===== config.mk =====
export PLATFORM = sky130hd
export DESIGN_NAME = multichannel_motion_debounce_counter_unit
export DESIGN_NICKNAME = d
export VERILOG_FILES = /design/src/rtl/mmdc_pkg.sv /design/src/rtl/multichannel_motion_debounce_counter_unit.sv /design/src/rtl/mmdc_lane.sv /design/src/rtl/mmdc_merge.sv
export VERILOG_INCLUDE_DIRS = /design/src /design/src/rtl
export SDC_FILE = /design/constraint.sdc
export NUM_CORES = 2
export LEC_CHECK = 0
export ABC_CLOCK_PERIOD_IN_PS = 15800
export BUFFER_PORTS_ARGS = -buffer_cell sky130_fd_sc_hd__clkbuf_2
export CAP_MARGIN = 20
export CORE_MARGIN = 1
export CORE_UTILIZATION = 35
export CTS_BUF_LIST = sky130_fd_sc_hd__clkbuf_2 sky130_fd_sc_hd__clkbuf_4 sky130_fd_sc_hd__clkbuf_8
export CTS_CLUSTER_DIAMETER = 150
export DETAILED_ROUTE_END_ITERATION = 7
export PLACE_DENSITY = 0.55
export SLEW_MARGIN = 20
export SYNTH_ARGS = -nofsm -noshare
export SYNTH_HDL_FRONTEND = slang
export SYNTH_SLANG_ARGS = --single-unit

===== constraint.sdc =====
create_clock -name clk -period 15.8 [get_ports clk]
set_input_delay 3.16 -clock clk [delete_from_list [all_inputs] [get_ports clk]]
set_output_delay 3.16 -clock clk [all_outputs]
set_load 0.05 [all_outputs]

===== src/rtl/multichannel_motion_debounce_counter_unit_macros.svh =====
// ----------------------------------------------------------------------------
// Assertion macros for the motion debounce counter unit
// Shared property wrappers, all clocked on clk and disabled during reset.
// ----------------------------------------------------------------------------
`ifndef MULTICHANNEL_MOTION_DEBOUNCE_COUNTER_UNIT_MACROS_SVH
`define MULTICHANNEL_MOTION_DEBOUNCE_COUNTER_UNIT_MACROS_SVH

// The consequent must hold in the same cycle as the antecedent.
`define MMDC_ASSERT_IMPL(lbl, ante, cons, msg) \
	lbl: assert property (@(posedge clk) disable iff (!arst_n) (ante) |-> (cons)) \
		else $error(msg);

// The condition must never be seen.
`define MMDC_ASSERT_NEVER(lbl, cond, msg) \
	lbl: assert property (@(posedge clk) disable iff (!arst_n) !(cond)) \
		else $error(msg);

`endif


===== src/rtl/mmdc_pkg.sv =====
// ----------------------------------------------------------------------------
// Motion debounce counter package
// Word types, command and register codes, and reset values of the unit.
// ----------------------------------------------------------------------------
package mmdc_pkg;

	// Input line bits carried by one poll word.
	localparam int unsigned LEVEL_W = 8;

	// Command codes.
	localparam logic [1:0] CMD_POLL    = 2'd0;
	localparam logic [1:0] CMD_CONSUME = 2'd1;

	// Configuration register indexes.
	localparam logic [2:0] REG_ACTIVE       = 3'd0;
	localparam logic [2:0] REG_DEBOUNCE     = 3'd1;
	localparam logic [2:0] REG_THRESHOLD    = 3'd2;
	localparam logic [2:0] REG_STUCK_LIMIT  = 3'd3;
	localparam logic [2:0] REG_SEED_LEVELS  = 3'd4;
	localparam logic [2:0] REG_SEED_PRESENT = 3'd5;

	// Register reset values.
	localparam logic [3:0]  RST_ACTIVE      = 4'd0;
	localparam logic [3:0]  RST_DEBOUNCE    = 4'd2;
	localparam logic [7:0]  RST_THRESHOLD   = 8'd3;
	localparam logic [31:0] RST_STUCK_LIMIT = 32'd300000;

	localparam int unsigned DEF_CHANNELS = 8;

	typedef struct packed {
		logic [1:0]  cmd;
		logic [7:0]  levels;
		logic [31:0] now_ms;
		logic [2:0]  channel;
	} mmdc_in_t;

	typedef struct packed {
		logic        valid_res;
		logic        pending;
		logic [31:0] rise_count;
		logic [31:0] rise_ms;
		logic        present;
		logic        level;
		logic        any_present;
		logic        wedged;
	} mmdc_out_t;

	// Settings shared by every lane.
	typedef struct packed {
		logic [3:0]  debounce;
		logic [7:0]  threshold;
		logic [31:0] stuck_limit;
	} mmdc_cfg_t;

	// Per-lane control for one cycle.
	typedef struct packed {
		logic poll;
		logic clear;
		logic sample;
		logic seed_lvl_we;
		logic seed_lvl;
		logic seed_pres_we;
		logic seed_pres;
	} mmdc_lane_ctl_t;

	// What a lane reports about itself after the current word.
	typedef struct packed {
		logic        level;
		logic        pending;
		logic        present;
		logic        wedged;
		logic [31:0] rise_count;
		logic [31:0] rise_ms;
	} mmdc_lane_res_t;

endpackage


===== src/rtl/multichannel_motion_debounce_counter_unit.sv =====
// A word accepted at an edge is registered in merge stage one and then in
// stage two, which holds its result word on the output until it is taken.
// Throughput: one word per cycle while the result is not held; every lane
// updates its channel in the accept cycle, and the two merge stages can stall.
// Reset: all channel state clears, registers take their default values;
// no clearing pass, the unit accepts words right after reset.
// ----------------------------------------------------------------------------
// Multichannel motion debounce counter unit
// Top level: configuration registers, one lane per channel, and the merge
// stages that form the result word.
// ----------------------------------------------------------------------------
`include "multichannel_motion_debounce_counter_unit_macros.svh"

module multichannel_motion_debounce_counter_unit #(
	parameter int unsigned CHANNELS = mmdc_pkg::DEF_CHANNELS
) (
	input  logic                clk,
	input  logic                arst_n,
	input  logic                in_valid,
	output logic                in_ready,
	input  mmdc_pkg::mmdc_in_t  in_word,
	output logic                out_valid,
	input  logic                out_ready,
	output mmdc_pkg::mmdc_out_t out_word,
	input  logic                cfg_we,
	input  logic [2:0]          cfg_index,
	input  logic [31:0]         cfg_data
);
	import mmdc_pkg::*;

	logic                active_q;
	logic [3:0]          active_cnt_q;
	logic [3:0]          debounce_q;
	logic [7:0]          threshold_q;
	logic [31:0]         limit_q;
	mmdc_cfg_t           cfg;
	logic                accept;
	logic                chan_ok;
	logic                seed_lvl_we;
	logic                seed_pres_we;
	logic [CHANNELS-1:0] act_mask;
	mmdc_lane_ctl_t      ctl   [CHANNELS];
	mmdc_lane_res_t      lanes [CHANNELS];
	logic                out_invalid;
	logic                chan_zero;
	logic                out_pres_chan;
	logic                wedge_alone;
	logic                out_held;

	// Configuration registers.
	always_ff @(posedge clk or negedge arst_n) begin
		if (!arst_n) begin
			active_cnt_q <= RST_ACTIVE;
			debounce_q   <= RST_DEBOUNCE;
			threshold_q  <= RST_THRESHOLD;
			limit_q      <= RST_STUCK_LIMIT;
		end else if (cfg_we) begin
			case (cfg_index)
				REG_ACTIVE:      active_cnt_q <= cfg_data[3:0];
				REG_DEBOUNCE:    debounce_q   <= cfg_data[3:0];
				REG_THRESHOLD:   threshold_q  <= cfg_data[7:0];
				REG_STUCK_LIMIT: limit_q      <= cfg_data;
				default: begin
				end
			endcase
		end
	end

	assign active_q     = (active_cnt_q != '0);
	assign cfg          = '{debounce: debounce_q, threshold: threshold_q, stuck_limit: limit_q};
	assign accept       = in_valid && in_ready;
	assign seed_lvl_we  = cfg_we && (cfg_index == REG_SEED_LEVELS);
	assign seed_pres_we = cfg_we && (cfg_index == REG_SEED_PRESENT);
	assign chan_ok      = active_q && (32'(in_word.channel) < 32'(active_cnt_q))
		&& (32'(in_word.channel) < CHANNELS);

	// Per-lane control and the lanes themselves.
	for (genvar i = 0; i < CHANNELS; i++) begin : g_lane
		logic sample_bit;
		logic seed_lvl_bit;
		logic seed_pres_bit;

		if (i < LEVEL_W) begin : g_pin
			assign sample_bit    = in_word.levels[i];
			assign seed_lvl_bit  = cfg_data[i];
			assign seed_pres_bit = cfg_data[i];
		end else begin : g_nopin
			assign sample_bit    = 1'b0;
			assign seed_lvl_bit  = 1'b0;
			assign seed_pres_bit = 1'b0;
		end

		assign act_mask[i] = (32'(i) < 32'(active_cnt_q));

		always_comb begin
			ctl[i].poll         = accept && (in_word.cmd == CMD_POLL) && act_mask[i];
			ctl[i].clear        = accept && (in_word.cmd == CMD_CONSUME) && chan_ok
				&& (32'(in_word.channel) == 32'(i));
			ctl[i].sample       = sample_bit;
			ctl[i].seed_lvl_we  = seed_lvl_we;
			ctl[i].seed_lvl     = seed_lvl_bit;
			ctl[i].seed_pres_we = seed_pres_we;
			ctl[i].seed_pres    = seed_pres_bit;
		end

		mmdc_lane u_lane (
			.clk    (clk),
			.arst_n (arst_n),
			.ctl    (ctl[i]),
			.cfg    (cfg),
			.now_ms (in_word.now_ms),
			.res    (lanes[i])
		);
	end

	// Selection and reduction stages.
	mmdc_merge #(
		.CHANNELS (CHANNELS)
	) u_merge (
		.clk       (clk),
		.arst_n    (arst_n),
		.load      (accept),
		.channel   (in_word.channel),
		.chan_ok   (chan_ok),
		.lanes     (lanes),
		.act_mask  (act_mask),
		.ready     (in_ready),
		.out_valid (out_valid),
		.out_ready (out_ready),
		.out_word  (out_word)
	);

	// Conditions watched by the assertions below.
	assign out_invalid   = out_valid && !out_word.valid_res;
	assign chan_zero     = !out_word.pending && !out_word.present && !out_word.level
		&& (out_word.rise_count == '0) && (out_word.rise_ms == '0);
	assign out_pres_chan = out_valid && out_word.valid_res && out_word.present;
	assign wedge_alone   = out_valid && out_word.wedged && !out_word.any_present;
	assign out_held      = out_valid && !out_ready;

	// An invalid channel reports only the summary flags.
	`MMDC_ASSERT_IMPL(a_invalid_zero, out_invalid, chan_zero, "invalid channel carries data")
	// A present active channel must show up in any_present.
	`MMDC_ASSERT_IMPL(a_present_any, out_pres_chan, out_word.any_present, "present channel missed")
	// Wedged is reported only for a present channel.
	`MMDC_ASSERT_NEVER(a_wedge_present, wedge_alone, "wedged without any present channel")
	// Input stalls only behind a held result.
	`MMDC_ASSERT_IMPL(a_stall_cause, !in_ready, out_held, "input stalled without backpressure")

endmodule


===== src/rtl/mmdc_lane.sv =====
// ----------------------------------------------------------------------------
// Motion debounce lane
// State and update logic of one channel: debounce, edge count, flags, and
// the wedge check on the updated state.
// ----------------------------------------------------------------------------
module mmdc_lane (
	input  logic                    clk,
	input  logic                    arst_n,
	input  mmdc_pkg::mmdc_lane_ctl_t ctl,
	input  mmdc_pkg::mmdc_cfg_t     cfg,
	input  logic [31:0]             now_ms,
	output mmdc_pkg::mmdc_lane_res_t res
);
	import mmdc_pkg::*;

	logic        lvl_q, lvl_d;
	logic [3:0]  run_q, run_d;
	logic        pend_q, pend_d;
	logic        pres_q, pres_d;
	logic [31:0] cnt_q, cnt_d;
	logic [31:0] last_q, last_d;
	logic [31:0] hs_q, hs_d;
	logic [4:0]  run_inc;
	logic        pend_res;
	logic [31:0] elapsed;

	// Next state of the channel for a poll, a consume or a seed write.
	always_comb begin
		lvl_d   = lvl_q;
		run_d   = run_q;
		pend_d  = pend_q;
		pres_d  = pres_q;
		cnt_d   = cnt_q;
		last_d  = last_q;
		hs_d    = hs_q;
		run_inc = {1'b0, run_q} + 5'd1;
		if (ctl.poll) begin
			if (ctl.sample == lvl_q) begin
				run_d = '0;
			end else if (run_inc < {1'b0, cfg.debounce}) begin
				run_d = run_inc[3:0];
			end else begin
				lvl_d = ctl.sample;
				run_d = '0;
				if (ctl.sample) begin
					hs_d   = now_ms;
					last_d = now_ms;
					cnt_d  = cnt_q + 32'd1;
					pend_d = 1'b1;
					if (cnt_d >= {24'd0, cfg.threshold}) begin
						pres_d = 1'b1;
					end
				end else begin
					hs_d = '0;
				end
			end
		end
		// The result shows pending as it was before a consume clears it.
		pend_res = pend_d;
		if (ctl.clear) begin
			pend_d = 1'b0;
		end
		if (ctl.seed_lvl_we) begin
			lvl_d = ctl.seed_lvl;
			run_d = '0;
			hs_d  = '0;
		end
		if (ctl.seed_pres_we) begin
			pres_d = ctl.seed_pres;
		end
		elapsed = now_ms - hs_d;
	end

	// Report the updated state.
	always_comb begin
		res.level      = lvl_d;
		res.pending    = pend_res;
		res.present    = pres_d;
		res.wedged     = pres_d && lvl_d && (elapsed > cfg.stuck_limit);
		res.rise_count = cnt_d;
		res.rise_ms    = last_d;
	end

	// Channel state registers.
	always_ff @(posedge clk or negedge arst_n) begin
		if (!arst_n) begin
			lvl_q  <= 1'b0;
			run_q  <= '0;
			pend_q <= 1'b0;
			pres_q <= 1'b0;
			cnt_q  <= '0;
			last_q <= '0;
			hs_q   <= '0;
		end else begin
			lvl_q  <= lvl_d;
			run_q  <= run_d;
			pend_q <= pend_d;
			pres_q <= pres_d;
			cnt_q  <= cnt_d;
			last_q <= last_d;
			hs_q   <= hs_d;
		end
	end

endmodule


===== src/rtl/mmdc_merge.sv =====
// ----------------------------------------------------------------------------
// Motion debounce lane merge
// Picks the addressed lane, masks flags by the active set, then reduces
// them into any_present and wedged in a second stage that holds the result.
// ----------------------------------------------------------------------------
module mmdc_merge #(
	parameter int unsigned CHANNELS = mmdc_pkg::DEF_CHANNELS
) (
	input  logic                     clk,
	input  logic                     arst_n,
	input  logic                     load,
	input  logic [2:0]               channel,
	input  logic                     chan_ok,
	input  mmdc_pkg::mmdc_lane_res_t lanes [CHANNELS],
	input  logic [CHANNELS-1:0]      act_mask,
	output logic                     ready,
	output logic                     out_valid,
	input  logic                     out_ready,
	output mmdc_pkg::mmdc_out_t      out_word
);
	import mmdc_pkg::*;

	mmdc_lane_res_t      sel;
	logic [CHANNELS-1:0] pres_vec;
	logic [CHANNELS-1:0] wedge_vec;
	logic                v_s1;
	logic                ok_s1;
	mmdc_lane_res_t      sel_s1;
	logic [CHANNELS-1:0] pres_s1;
	logic [CHANNELS-1:0] wedge_s1;
	logic                adv2;
	logic                out_v_q;
	mmdc_out_t           out_q;

	// Select the addressed lane and mask inactive lanes.
	always_comb begin
		sel = '0;
		for (int i = 0; i < CHANNELS; i++) begin
			if (32'(channel) == 32'(i)) begin
				sel = lanes[i];
			end
			pres_vec[i]  = act_mask[i] && lanes[i].present;
			wedge_vec[i] = act_mask[i] && lanes[i].wedged;
		end
	end

	// Handshake of the two stages.
	assign adv2      = !out_v_q || out_ready;
	assign ready     = !v_s1 || adv2;
	assign out_valid = out_v_q;
	assign out_word  = out_q;

	// Stage one: selected lane and masked flag vectors.
	always_ff @(posedge clk or negedge arst_n) begin
		if (!arst_n) begin
			v_s1 <= 1'b0;
		end else if (load) begin
			v_s1 <= 1'b1;
		end else if (adv2) begin
			v_s1 <= 1'b0;
		end
	end

	always_ff @(posedge clk) begin
		if (load) begin
			ok_s1    <= chan_ok;
			sel_s1   <= chan_ok ? sel : '0;
			pres_s1  <= pres_vec;
			wedge_s1 <= wedge_vec;
		end
	end

	// Stage two: reduced flags and the held output word.
	always_ff @(posedge clk or negedge arst_n) begin
		if (!arst_n) begin
			out_v_q <= 1'b0;
		end else if (adv2) begin
			out_v_q <= v_s1;
		end
	end

	always_ff @(posedge clk) begin
		if (adv2 && v_s1) begin
			out_q.valid_res   <= ok_s1;
			out_q.pending     <= sel_s1.pending;
			out_q.rise_count  <= sel_s1.rise_count;
			out_q.rise_ms     <= sel_s1.rise_ms;
			out_q.present     <= sel_s1.present;
			out_q.level       <= sel_s1.level;
			out_q.any_present <= |pres_s1;
			out_q.wedged      <= |wedge_s1;
		end
	end

endmodule

==> After elaboration in Yosys (flattened, before gate mapping) <==
Index checks and enable logic that the tools add are counted.
Widths: inputs -> output; s select.
{ "totals": {"elab_cells": 501, "output_inout_bits": 72, "regBits": 1028} }
{ "classes": {"reduce_logical": 79, "addsub": 24, "magnitude_cmp": 33, "mux": 266, "eq_ne": 21} }
{ "op_table": {"columns": ["cell", "count"], "rows": [
  ["$mux 32", 104],
  ["$mux 68", 8],
  ["$add 32x1->32 const B", 8],
  ["$ge 32x8->1", 8],
  ["$gt 32x32->1", 8],
  ["$sub 32x32->32", 8],
  ["$mux 4", 32],
  ["$mux 1", 122],
  ["$logic_and 1x1->1", 56],
  ["$add 4x1->5 const B", 8],
  ["$lt 5x4->1", 8],
  ["$eq 3x3->1 const B", 6],
  ["$reduce_bool 2->1", 9],
  ["$lt 3x4->1 const A", 4],
  ["$reduce_or 8->1", 2],
  ["$eq 3x2->1 const B", 4],
  ["$eq 1x1->1", 8],
  ["$lt 1x4->1 const A", 2],
  ["$lt 2x4->1 const A", 2],
  ["$reduce_and 2->1", 4],
  ["$eq 3x1->1 const B", 2],
  ["$logic_not 3->1", 2],
  ["$lt 3x4->1", 1],
  ["$reduce_bool 4->1", 1],
  ["4 further kinds", 6]
]} }

==> Longest topological paths before layout <==
{ "depth": {"word_depth": 19, "mapped_depth": 36, "depth_no_buf": 34} }

==> By module <==
Synthesis repeated with hierarchy kept, for this count alone.
{ "hier_totals": {"hier_cells": 8226, "hier_area_um2": 72696.0} }
{ "modules_own_cells": {"columns": ["module", "n_inst", "cells_each", "area_each_um2", "seq_area_each_um2"], "rows": [
  ["mmdc_lane at g_lane[0].u_lane ...", 5, 926, 7677.4, 2577.5],
  ["mmdc_merge", 1, 753, 9367.7, 4674.5],
  ["mmdc_lane at g_lane[6].u_lane", 1, 902, 7584.8, 2577.5],
  ["mmdc_lane at g_lane[2].u_lane", 1, 898, 7567.3, 2577.5],
  ["mmdc_lane at g_lane[7].u_lane", 1, 885, 7519.7, 2577.5],
  ["multichannel_motion_debounce_counter_unit", 1, 158, 2269.7, 1214.9]
]} }

==> Worst setup path after synthesis <==
OpenSTA, ideal clock, no wires.
{ "synth_path": {"kind": "input to register", "start": "input port out_ready", "end": "register u_merge.wedge_s1[0], data pin", "path_buffers": 2, "path_slack_ns": 6.268, "arrival_time_ns": 9.275, "cell_stages": 30, "path_cell_list": "nand3b_1 > and4bb_2 > nand2_1 > a311oi_1 > clkbuf_1 > buf_1 > nand2_1 > a21o_1 > fa_1 > a211oi_2 > o21ai_1 > a221o_1 > a21o_1 > a221oi_4 > o21ai_1 > a41o_1 > o41ai_4 > o21bai_1 > a21oi_1 > xnor2_1 > ha_1 > a21oi_1 > nor2b_1 > o21ai_0 > nand2b_1 > a21oi_1 > nor2b_1 > o21ai_0 > o311ai_0 > o2111a_1"} }
{ "synth_via": {"elab_chain_cells": 11, "elab_cells_between_ends": 16, "cone_classes": "add/sub: 1; order compare: 1; mux: 6; reduce/logical: 8"} }
{ "synth_rtl": {"columns": ["element", "line", "source"], "rows": [
  ["start, declared", "multichannel_motion_debounce_counter_unit.sv:23", "input logic out_ready,"],
  ["$logic_or 1x1->1 (*)", "mmdc_merge.sv:48", "assign adv2 = !out_v_q || out_ready;"],
  ["$logic_or 1x1->1 (*)", "mmdc_merge.sv:49", "assign ready = !v_s1 || adv2;"],
  ["$logic_and 1x1->1 (*)", "multichannel_motion_debounce_counter_unit.sv:71", "assign accept = in_valid && in_ready;"],
  ["$logic_and 1x1->1 (*) (2 in a row)", "multichannel_motion_debounce_counter_unit.sv:96", "ctl[i].poll = accept && (in_word.cmd == CMD_POLL) && act_mask[i];"],
  ["$mux 32", "mmdc_lane.sv:37", "if (ctl.poll) begin"],
  ["$mux 32", "mmdc_lane.sv:63", "if (ctl.seed_lvl_we) begin"],
  ["$sub 32x32->32", "mmdc_lane.sv:71", "elapsed = now_ms - hs_d;"],
  ["$gt 32x32->1", "mmdc_lane.sv:79", "res.wedged = pres_d && lvl_d && (elapsed > cfg.stuck_limit);"],
  ["$logic_and 1x1->1 (*)", "mmdc_lane.sv:79", null],
  ["$logic_and 1x1->1 (*)", "mmdc_merge.sv:43", "wedge_vec[i] = act_mask[i] && lanes[i].wedged;"],
  ["net u_merge.wedge_vec[0]", "mmdc_merge.sv:25", "logic [CHANNELS-1:0] wedge_vec;"],
  ["end signal, assigned", "mmdc_merge.sv:69", "wedge_s1 <= wedge_vec;"],
  ["end, declared", "mmdc_merge.sv:30", "logic [CHANNELS-1:0] wedge_s1;"]
]} }
The timed path passes the listed nets; every way through them passes the cells marked *.
A chain may end at the register's enable or synchronous reset.

==> Final worst setup path <==
{ "layout_path": {"start": "input port out_ready", "end": "register u_merge.wedge_s1[1], data pin"} }
{ "layout_via": {"elab_chain_cells": 11, "elab_cells_between_ends": 16, "cone_classes": "add/sub: 1; order compare: 1; mux: 6; reduce/logical: 8"} }
{ "layout_rtl": {"columns": ["element", "line", "source"], "rows": [
  ["$logic_or 1x1->1", "mmdc_merge.sv:48", null],
  ["$logic_or 1x1->1", "mmdc_merge.sv:49", null],
  ["$logic_and 1x1->1", "multichannel_motion_debounce_counter_unit.sv:71", null],
  ["$logic_and 1x1->1 (2 in a row)", "multichannel_motion_debounce_counter_unit.sv:96", null],
  ["$mux 32", "mmdc_lane.sv:37", null],
  ["$mux 32", "mmdc_lane.sv:63", null],
  ["net g_lane[1].u_lane.hs_d[0]", "mmdc_lane.sv:22", "logic [31:0] hs_q, hs_d;"],
  ["$sub 32x32->32", "mmdc_lane.sv:71", null],
  ["$gt 32x32->1", "mmdc_lane.sv:79", null],
  ["$logic_and 1x1->1", "mmdc_lane.sv:79", null],
  ["$logic_and 1x1->1", "mmdc_merge.sv:43", null],
  ["net u_merge.wedge_vec[1]", "mmdc_merge.sv:25", null]
]} }
The timed path passes the listed nets, and every way through them passes these cells.

==> impl_metrics.py <==
metrics = {
    "timing": {
        "hold_viol_final": 0,
        "drv_slew": 0,
        "period_share_pct": 63.4,
        "skew_ps": 72.2,
        "slew_headroom_pct": 16.8,
        "setup_violations": 0,
        "finalSetupTns_ps": 0,
        "max_freq_mhz": 99.9,
        "worst_slew_pin_slew_ps": 1220,
        "rsz0062_at_grt": "no",
        "final.min_clock_period_ps": 10010,
    },
    "final_layout": {
        "final_common_cell": "nand2_1",
        "drive_gt1_share_pct": 10.9,
        "nets": 8249,
        "fillers": 19400,
        "synthToLayoutAreaGrowth_pct": 11.9,
        "layout_common_cells": "nand2_1 (1,399), dfrtp_1 (863), ha_1 (618)",
    },
    "critical_path": {
        "cp.required_ps": 16510,
        "end_kind": "flop",
        "worstSetupPathType": "input pin to flop",
        "cpMaxStageDelayCell": "a2111oi_1",
        "reg2reg_slack_ps": 7020,
        "crit_fanout": 51,
        "critPathMaxStageDelay_ps": 730,
        "cp-start-kind": "input pin",
        "worstPathArrival_ps": 10720,
    },
    "routing": {
        "num_vias": 57300,
        "final_antenna_net_count": 0,
        "avgViaCountPerCell": 5.59,
        "drt_iter0_drc": 4588,
        "drt-total-wl_um": 247000,
        "drc": 0,
        "dr.pass1.iters": 6,
        "wl_per_cell_um": 24.1,
    },
    "clock_network": {
        "cts.hold.buffers_added": 0,
        "cts_resized": 0,
        "h-tree-depth": 4,
        "cts_tree": "done",
        "cts.sinks": 1028,
        "cts-root-buf": "clkbuf_8",
        "clk_pin_slew_ps": 60,
        "numCtsBuffers": 194,
        "cts_setup_buffers": 0,
        "clock_path_buffers": 3,
        "clkLatencyLatePin_ps": 980,
    },
    "synthesis": {
        "synthesis.area_um2": 67900,
        "synth_cell_types": 112,
        "synth_compound_area_share_pct": 15.2,
        "synth.ff_latch_count": 1028,
        "async_flop_share_pct": 85.0,
        "synthTopCellsByArea": "dfrtp_1 (32%), ha_1 (11%), nand2_1 (7.8%)",
        "synth-xor-area-share_pct": 7.48,
        "synth_enable_flop_cells": 154,
        "synth_adder_area_share_pct": 11.6,
        "synth_top_cell_by_area": "dfrtp_1",
        "synth_flop_cell": "dfrtp_1",
        "synthCells": 7388,
        "synth_top_area_share_pct": 31.8,
        "synth_area_per_cell_um2": 9.19,
        "yosysSeqAreaShare_pct": 39.0,
        "synth.net_count": 8099,
        "yosys_warnings": 0,
        "synth_mux_area_share_pct": 4.11,
        "synth_top_family_by_area": "simple AND/OR/NAND/NOR gates",
        "synth-simple-area-share_pct": 18.7,
    },
    "global_routing": {
        "grt_pass1_vias": 56400,
        "antenna_found_initial": 14,
        "grt_overflow_total": 0,
        "grt_pass1_wl_um": 365000,
        "grt_max_degree": 162,
        "grt_usage_pct": 24.8,
    },
    "pwr": {
        "ir_drop_mv": 0.106,
        "power.internal_w": 0.00586,
        "clkPwrFrac_pct": 33.0,
        "powerDensity_nw_per_um2": 120,
        "p_switching_w": 0.00327,
        "p_leak_nw": 36.7,
        "p_total_w": 0.00913,
        "pwr-share-seq_pct": 35.1,
        "p_comb_share_pct": 31.9,
        "swShare_pct": 35.8,
    },
    "floorplanning": {
        "row_count": 161,
        "start_util_pct": 35.3,
        "fp.dieH_um": 443,
        "core_area_um2": 193000,
        "pin_count": 157,
        "die_w_um": 443,
        "dieArea_um2": 196000,
    },
    "placed_design": {
        "dp_hpwl_um": 182000,
        "gp_congestion": 0.975,
        "port_buffers": 156,
    },
    "status": {
        "status": "completed",
    },
    "flow_run": {
        "max-cap-violations": 0,
    },
    "worst_hold_path": {
        "hp-class": "flop to flop",
    },
}
==> power groups by stage <==
stage | Combinational, W | Sequential, W | Clock (W)
floorplan | 0.00188 | 0.00327 | 0
global placement | 0.00283 | 0.00324 | 0
detailed placement | 0.00288 | 0.00325 | 0
CTS | 0.00290 | 0.00321 | 0.00308
global route | 0.00321 | 0.00324 | 0.00319
finish | 0.00292 | 0.00320 | 0.00301
==> logic make-up after synthesis <==
family,Yosys count
simple gates,2773
xor+xnor,580
compound gates,1517
mux,186
buf+inv,678
fa+ha+maj,626
flops,1028
==> final cells by class <==
cell class              instances  area, µm²  area share, %
diodes                         10       25.0         0.0329
multi-input cells            5682      38900           51.2
repair buffers                239       1490           1.96
clock inverters                97        968           1.27
clock buffers                 272       3470           4.56
flip-flops and latches       1028      26500           34.9
well taps                    2526       3160           4.16
inverters                     393       1480           1.94
==> state kept, by name, summed over array words and instances (netlist names) <==
register and count:
active_cnt_q 4, debounce_q 4, g_lane.u_lane.cnt_q 256, g_lane.u_lane.hs_q 256
g_lane.u_lane.last_q 256, g_lane.u_lane.lvl_q 8, g_lane.u_lane.pend_q 8, g_lane.u_lane.pres_q 8
g_lane.u_lane.run_q 32, limit_q 32, threshold_q 8, u_merge.ok_s1 1
u_merge.out_valid 1, u_merge.out_word 70, u_merge.pres_s1 8, u_merge.sel_s1 67
u_merge.v_s1 1, u_merge.wedge_s1 8
==> metrics by stage <==
stage / hold WS (ps) / worst slack (ps) / utilization [%] / instance area, µm² / instances
2_1_floorplan: 400 / 6270 / - / 67900 / 7388
3_3_place_gp: 404 / 4910 / 37.2 / 71500 / 9868
3_5_place_dp: 405 / 4850 / 37.2 / 71500 / 9868
4_1_cts: 418 / 5890 / 39.5 / 76000 / 10200
5_1_grt: 428 / 5460 / 39.5 / 76000 / 10200
6_report: 418 / 5790 / 39.5 / 76000 / 10200
==> critical path, delay by kind of cell <==
family	cells	cell delay, ps
xor gates and xnor gates	1	110
and+or+nand+nor	11	2430
AOI/OAI and AO/OA	12	3250
buffers and inverters	3	810
adders and majority gates	3	920
==> worst paths after layout <==
kind,startpoint,endpoint,cells past startpoint
setup / recovery,out_ready,u_merge.wedge_s1[1],30
hold / removal,u_merge.sel_s1[65],u_merge.out_word[3],0
setup reg to reg,debounce_q[1],u_merge.wedge_s1[0],29
hold reg to reg,u_merge.sel_s1[65],u_merge.out_word[3],0
max in group asynchronous,arst_n,g_lane[0].u_lane.last_q[0],3
min in group asynchronous,arst_n,limit_q[23],1
==> cell usage after synthesis (186+ instances only) <==
master and instances:
xor2_1 200, a21oi_1 347, nand2_1 1406, o21ai_0 233, clkbuf_1 186, a21o_1 409, dfrtp_1 863, nand3_1 236
inv_1 392, xnor2_1 380, nor2_1 412, ha_1 618
==> metal layers <==
layer  track usage [%]  up-vias  part of all wire [%]
li1                  -    26400                     -
met1              32.5    28400                    43
met2              39.9     1981                    46
met3              3.95      490                   6.2
met4              11.8        6                   5.1
met5                 0        -                 0.017
(Power assumes the default switching activity.)
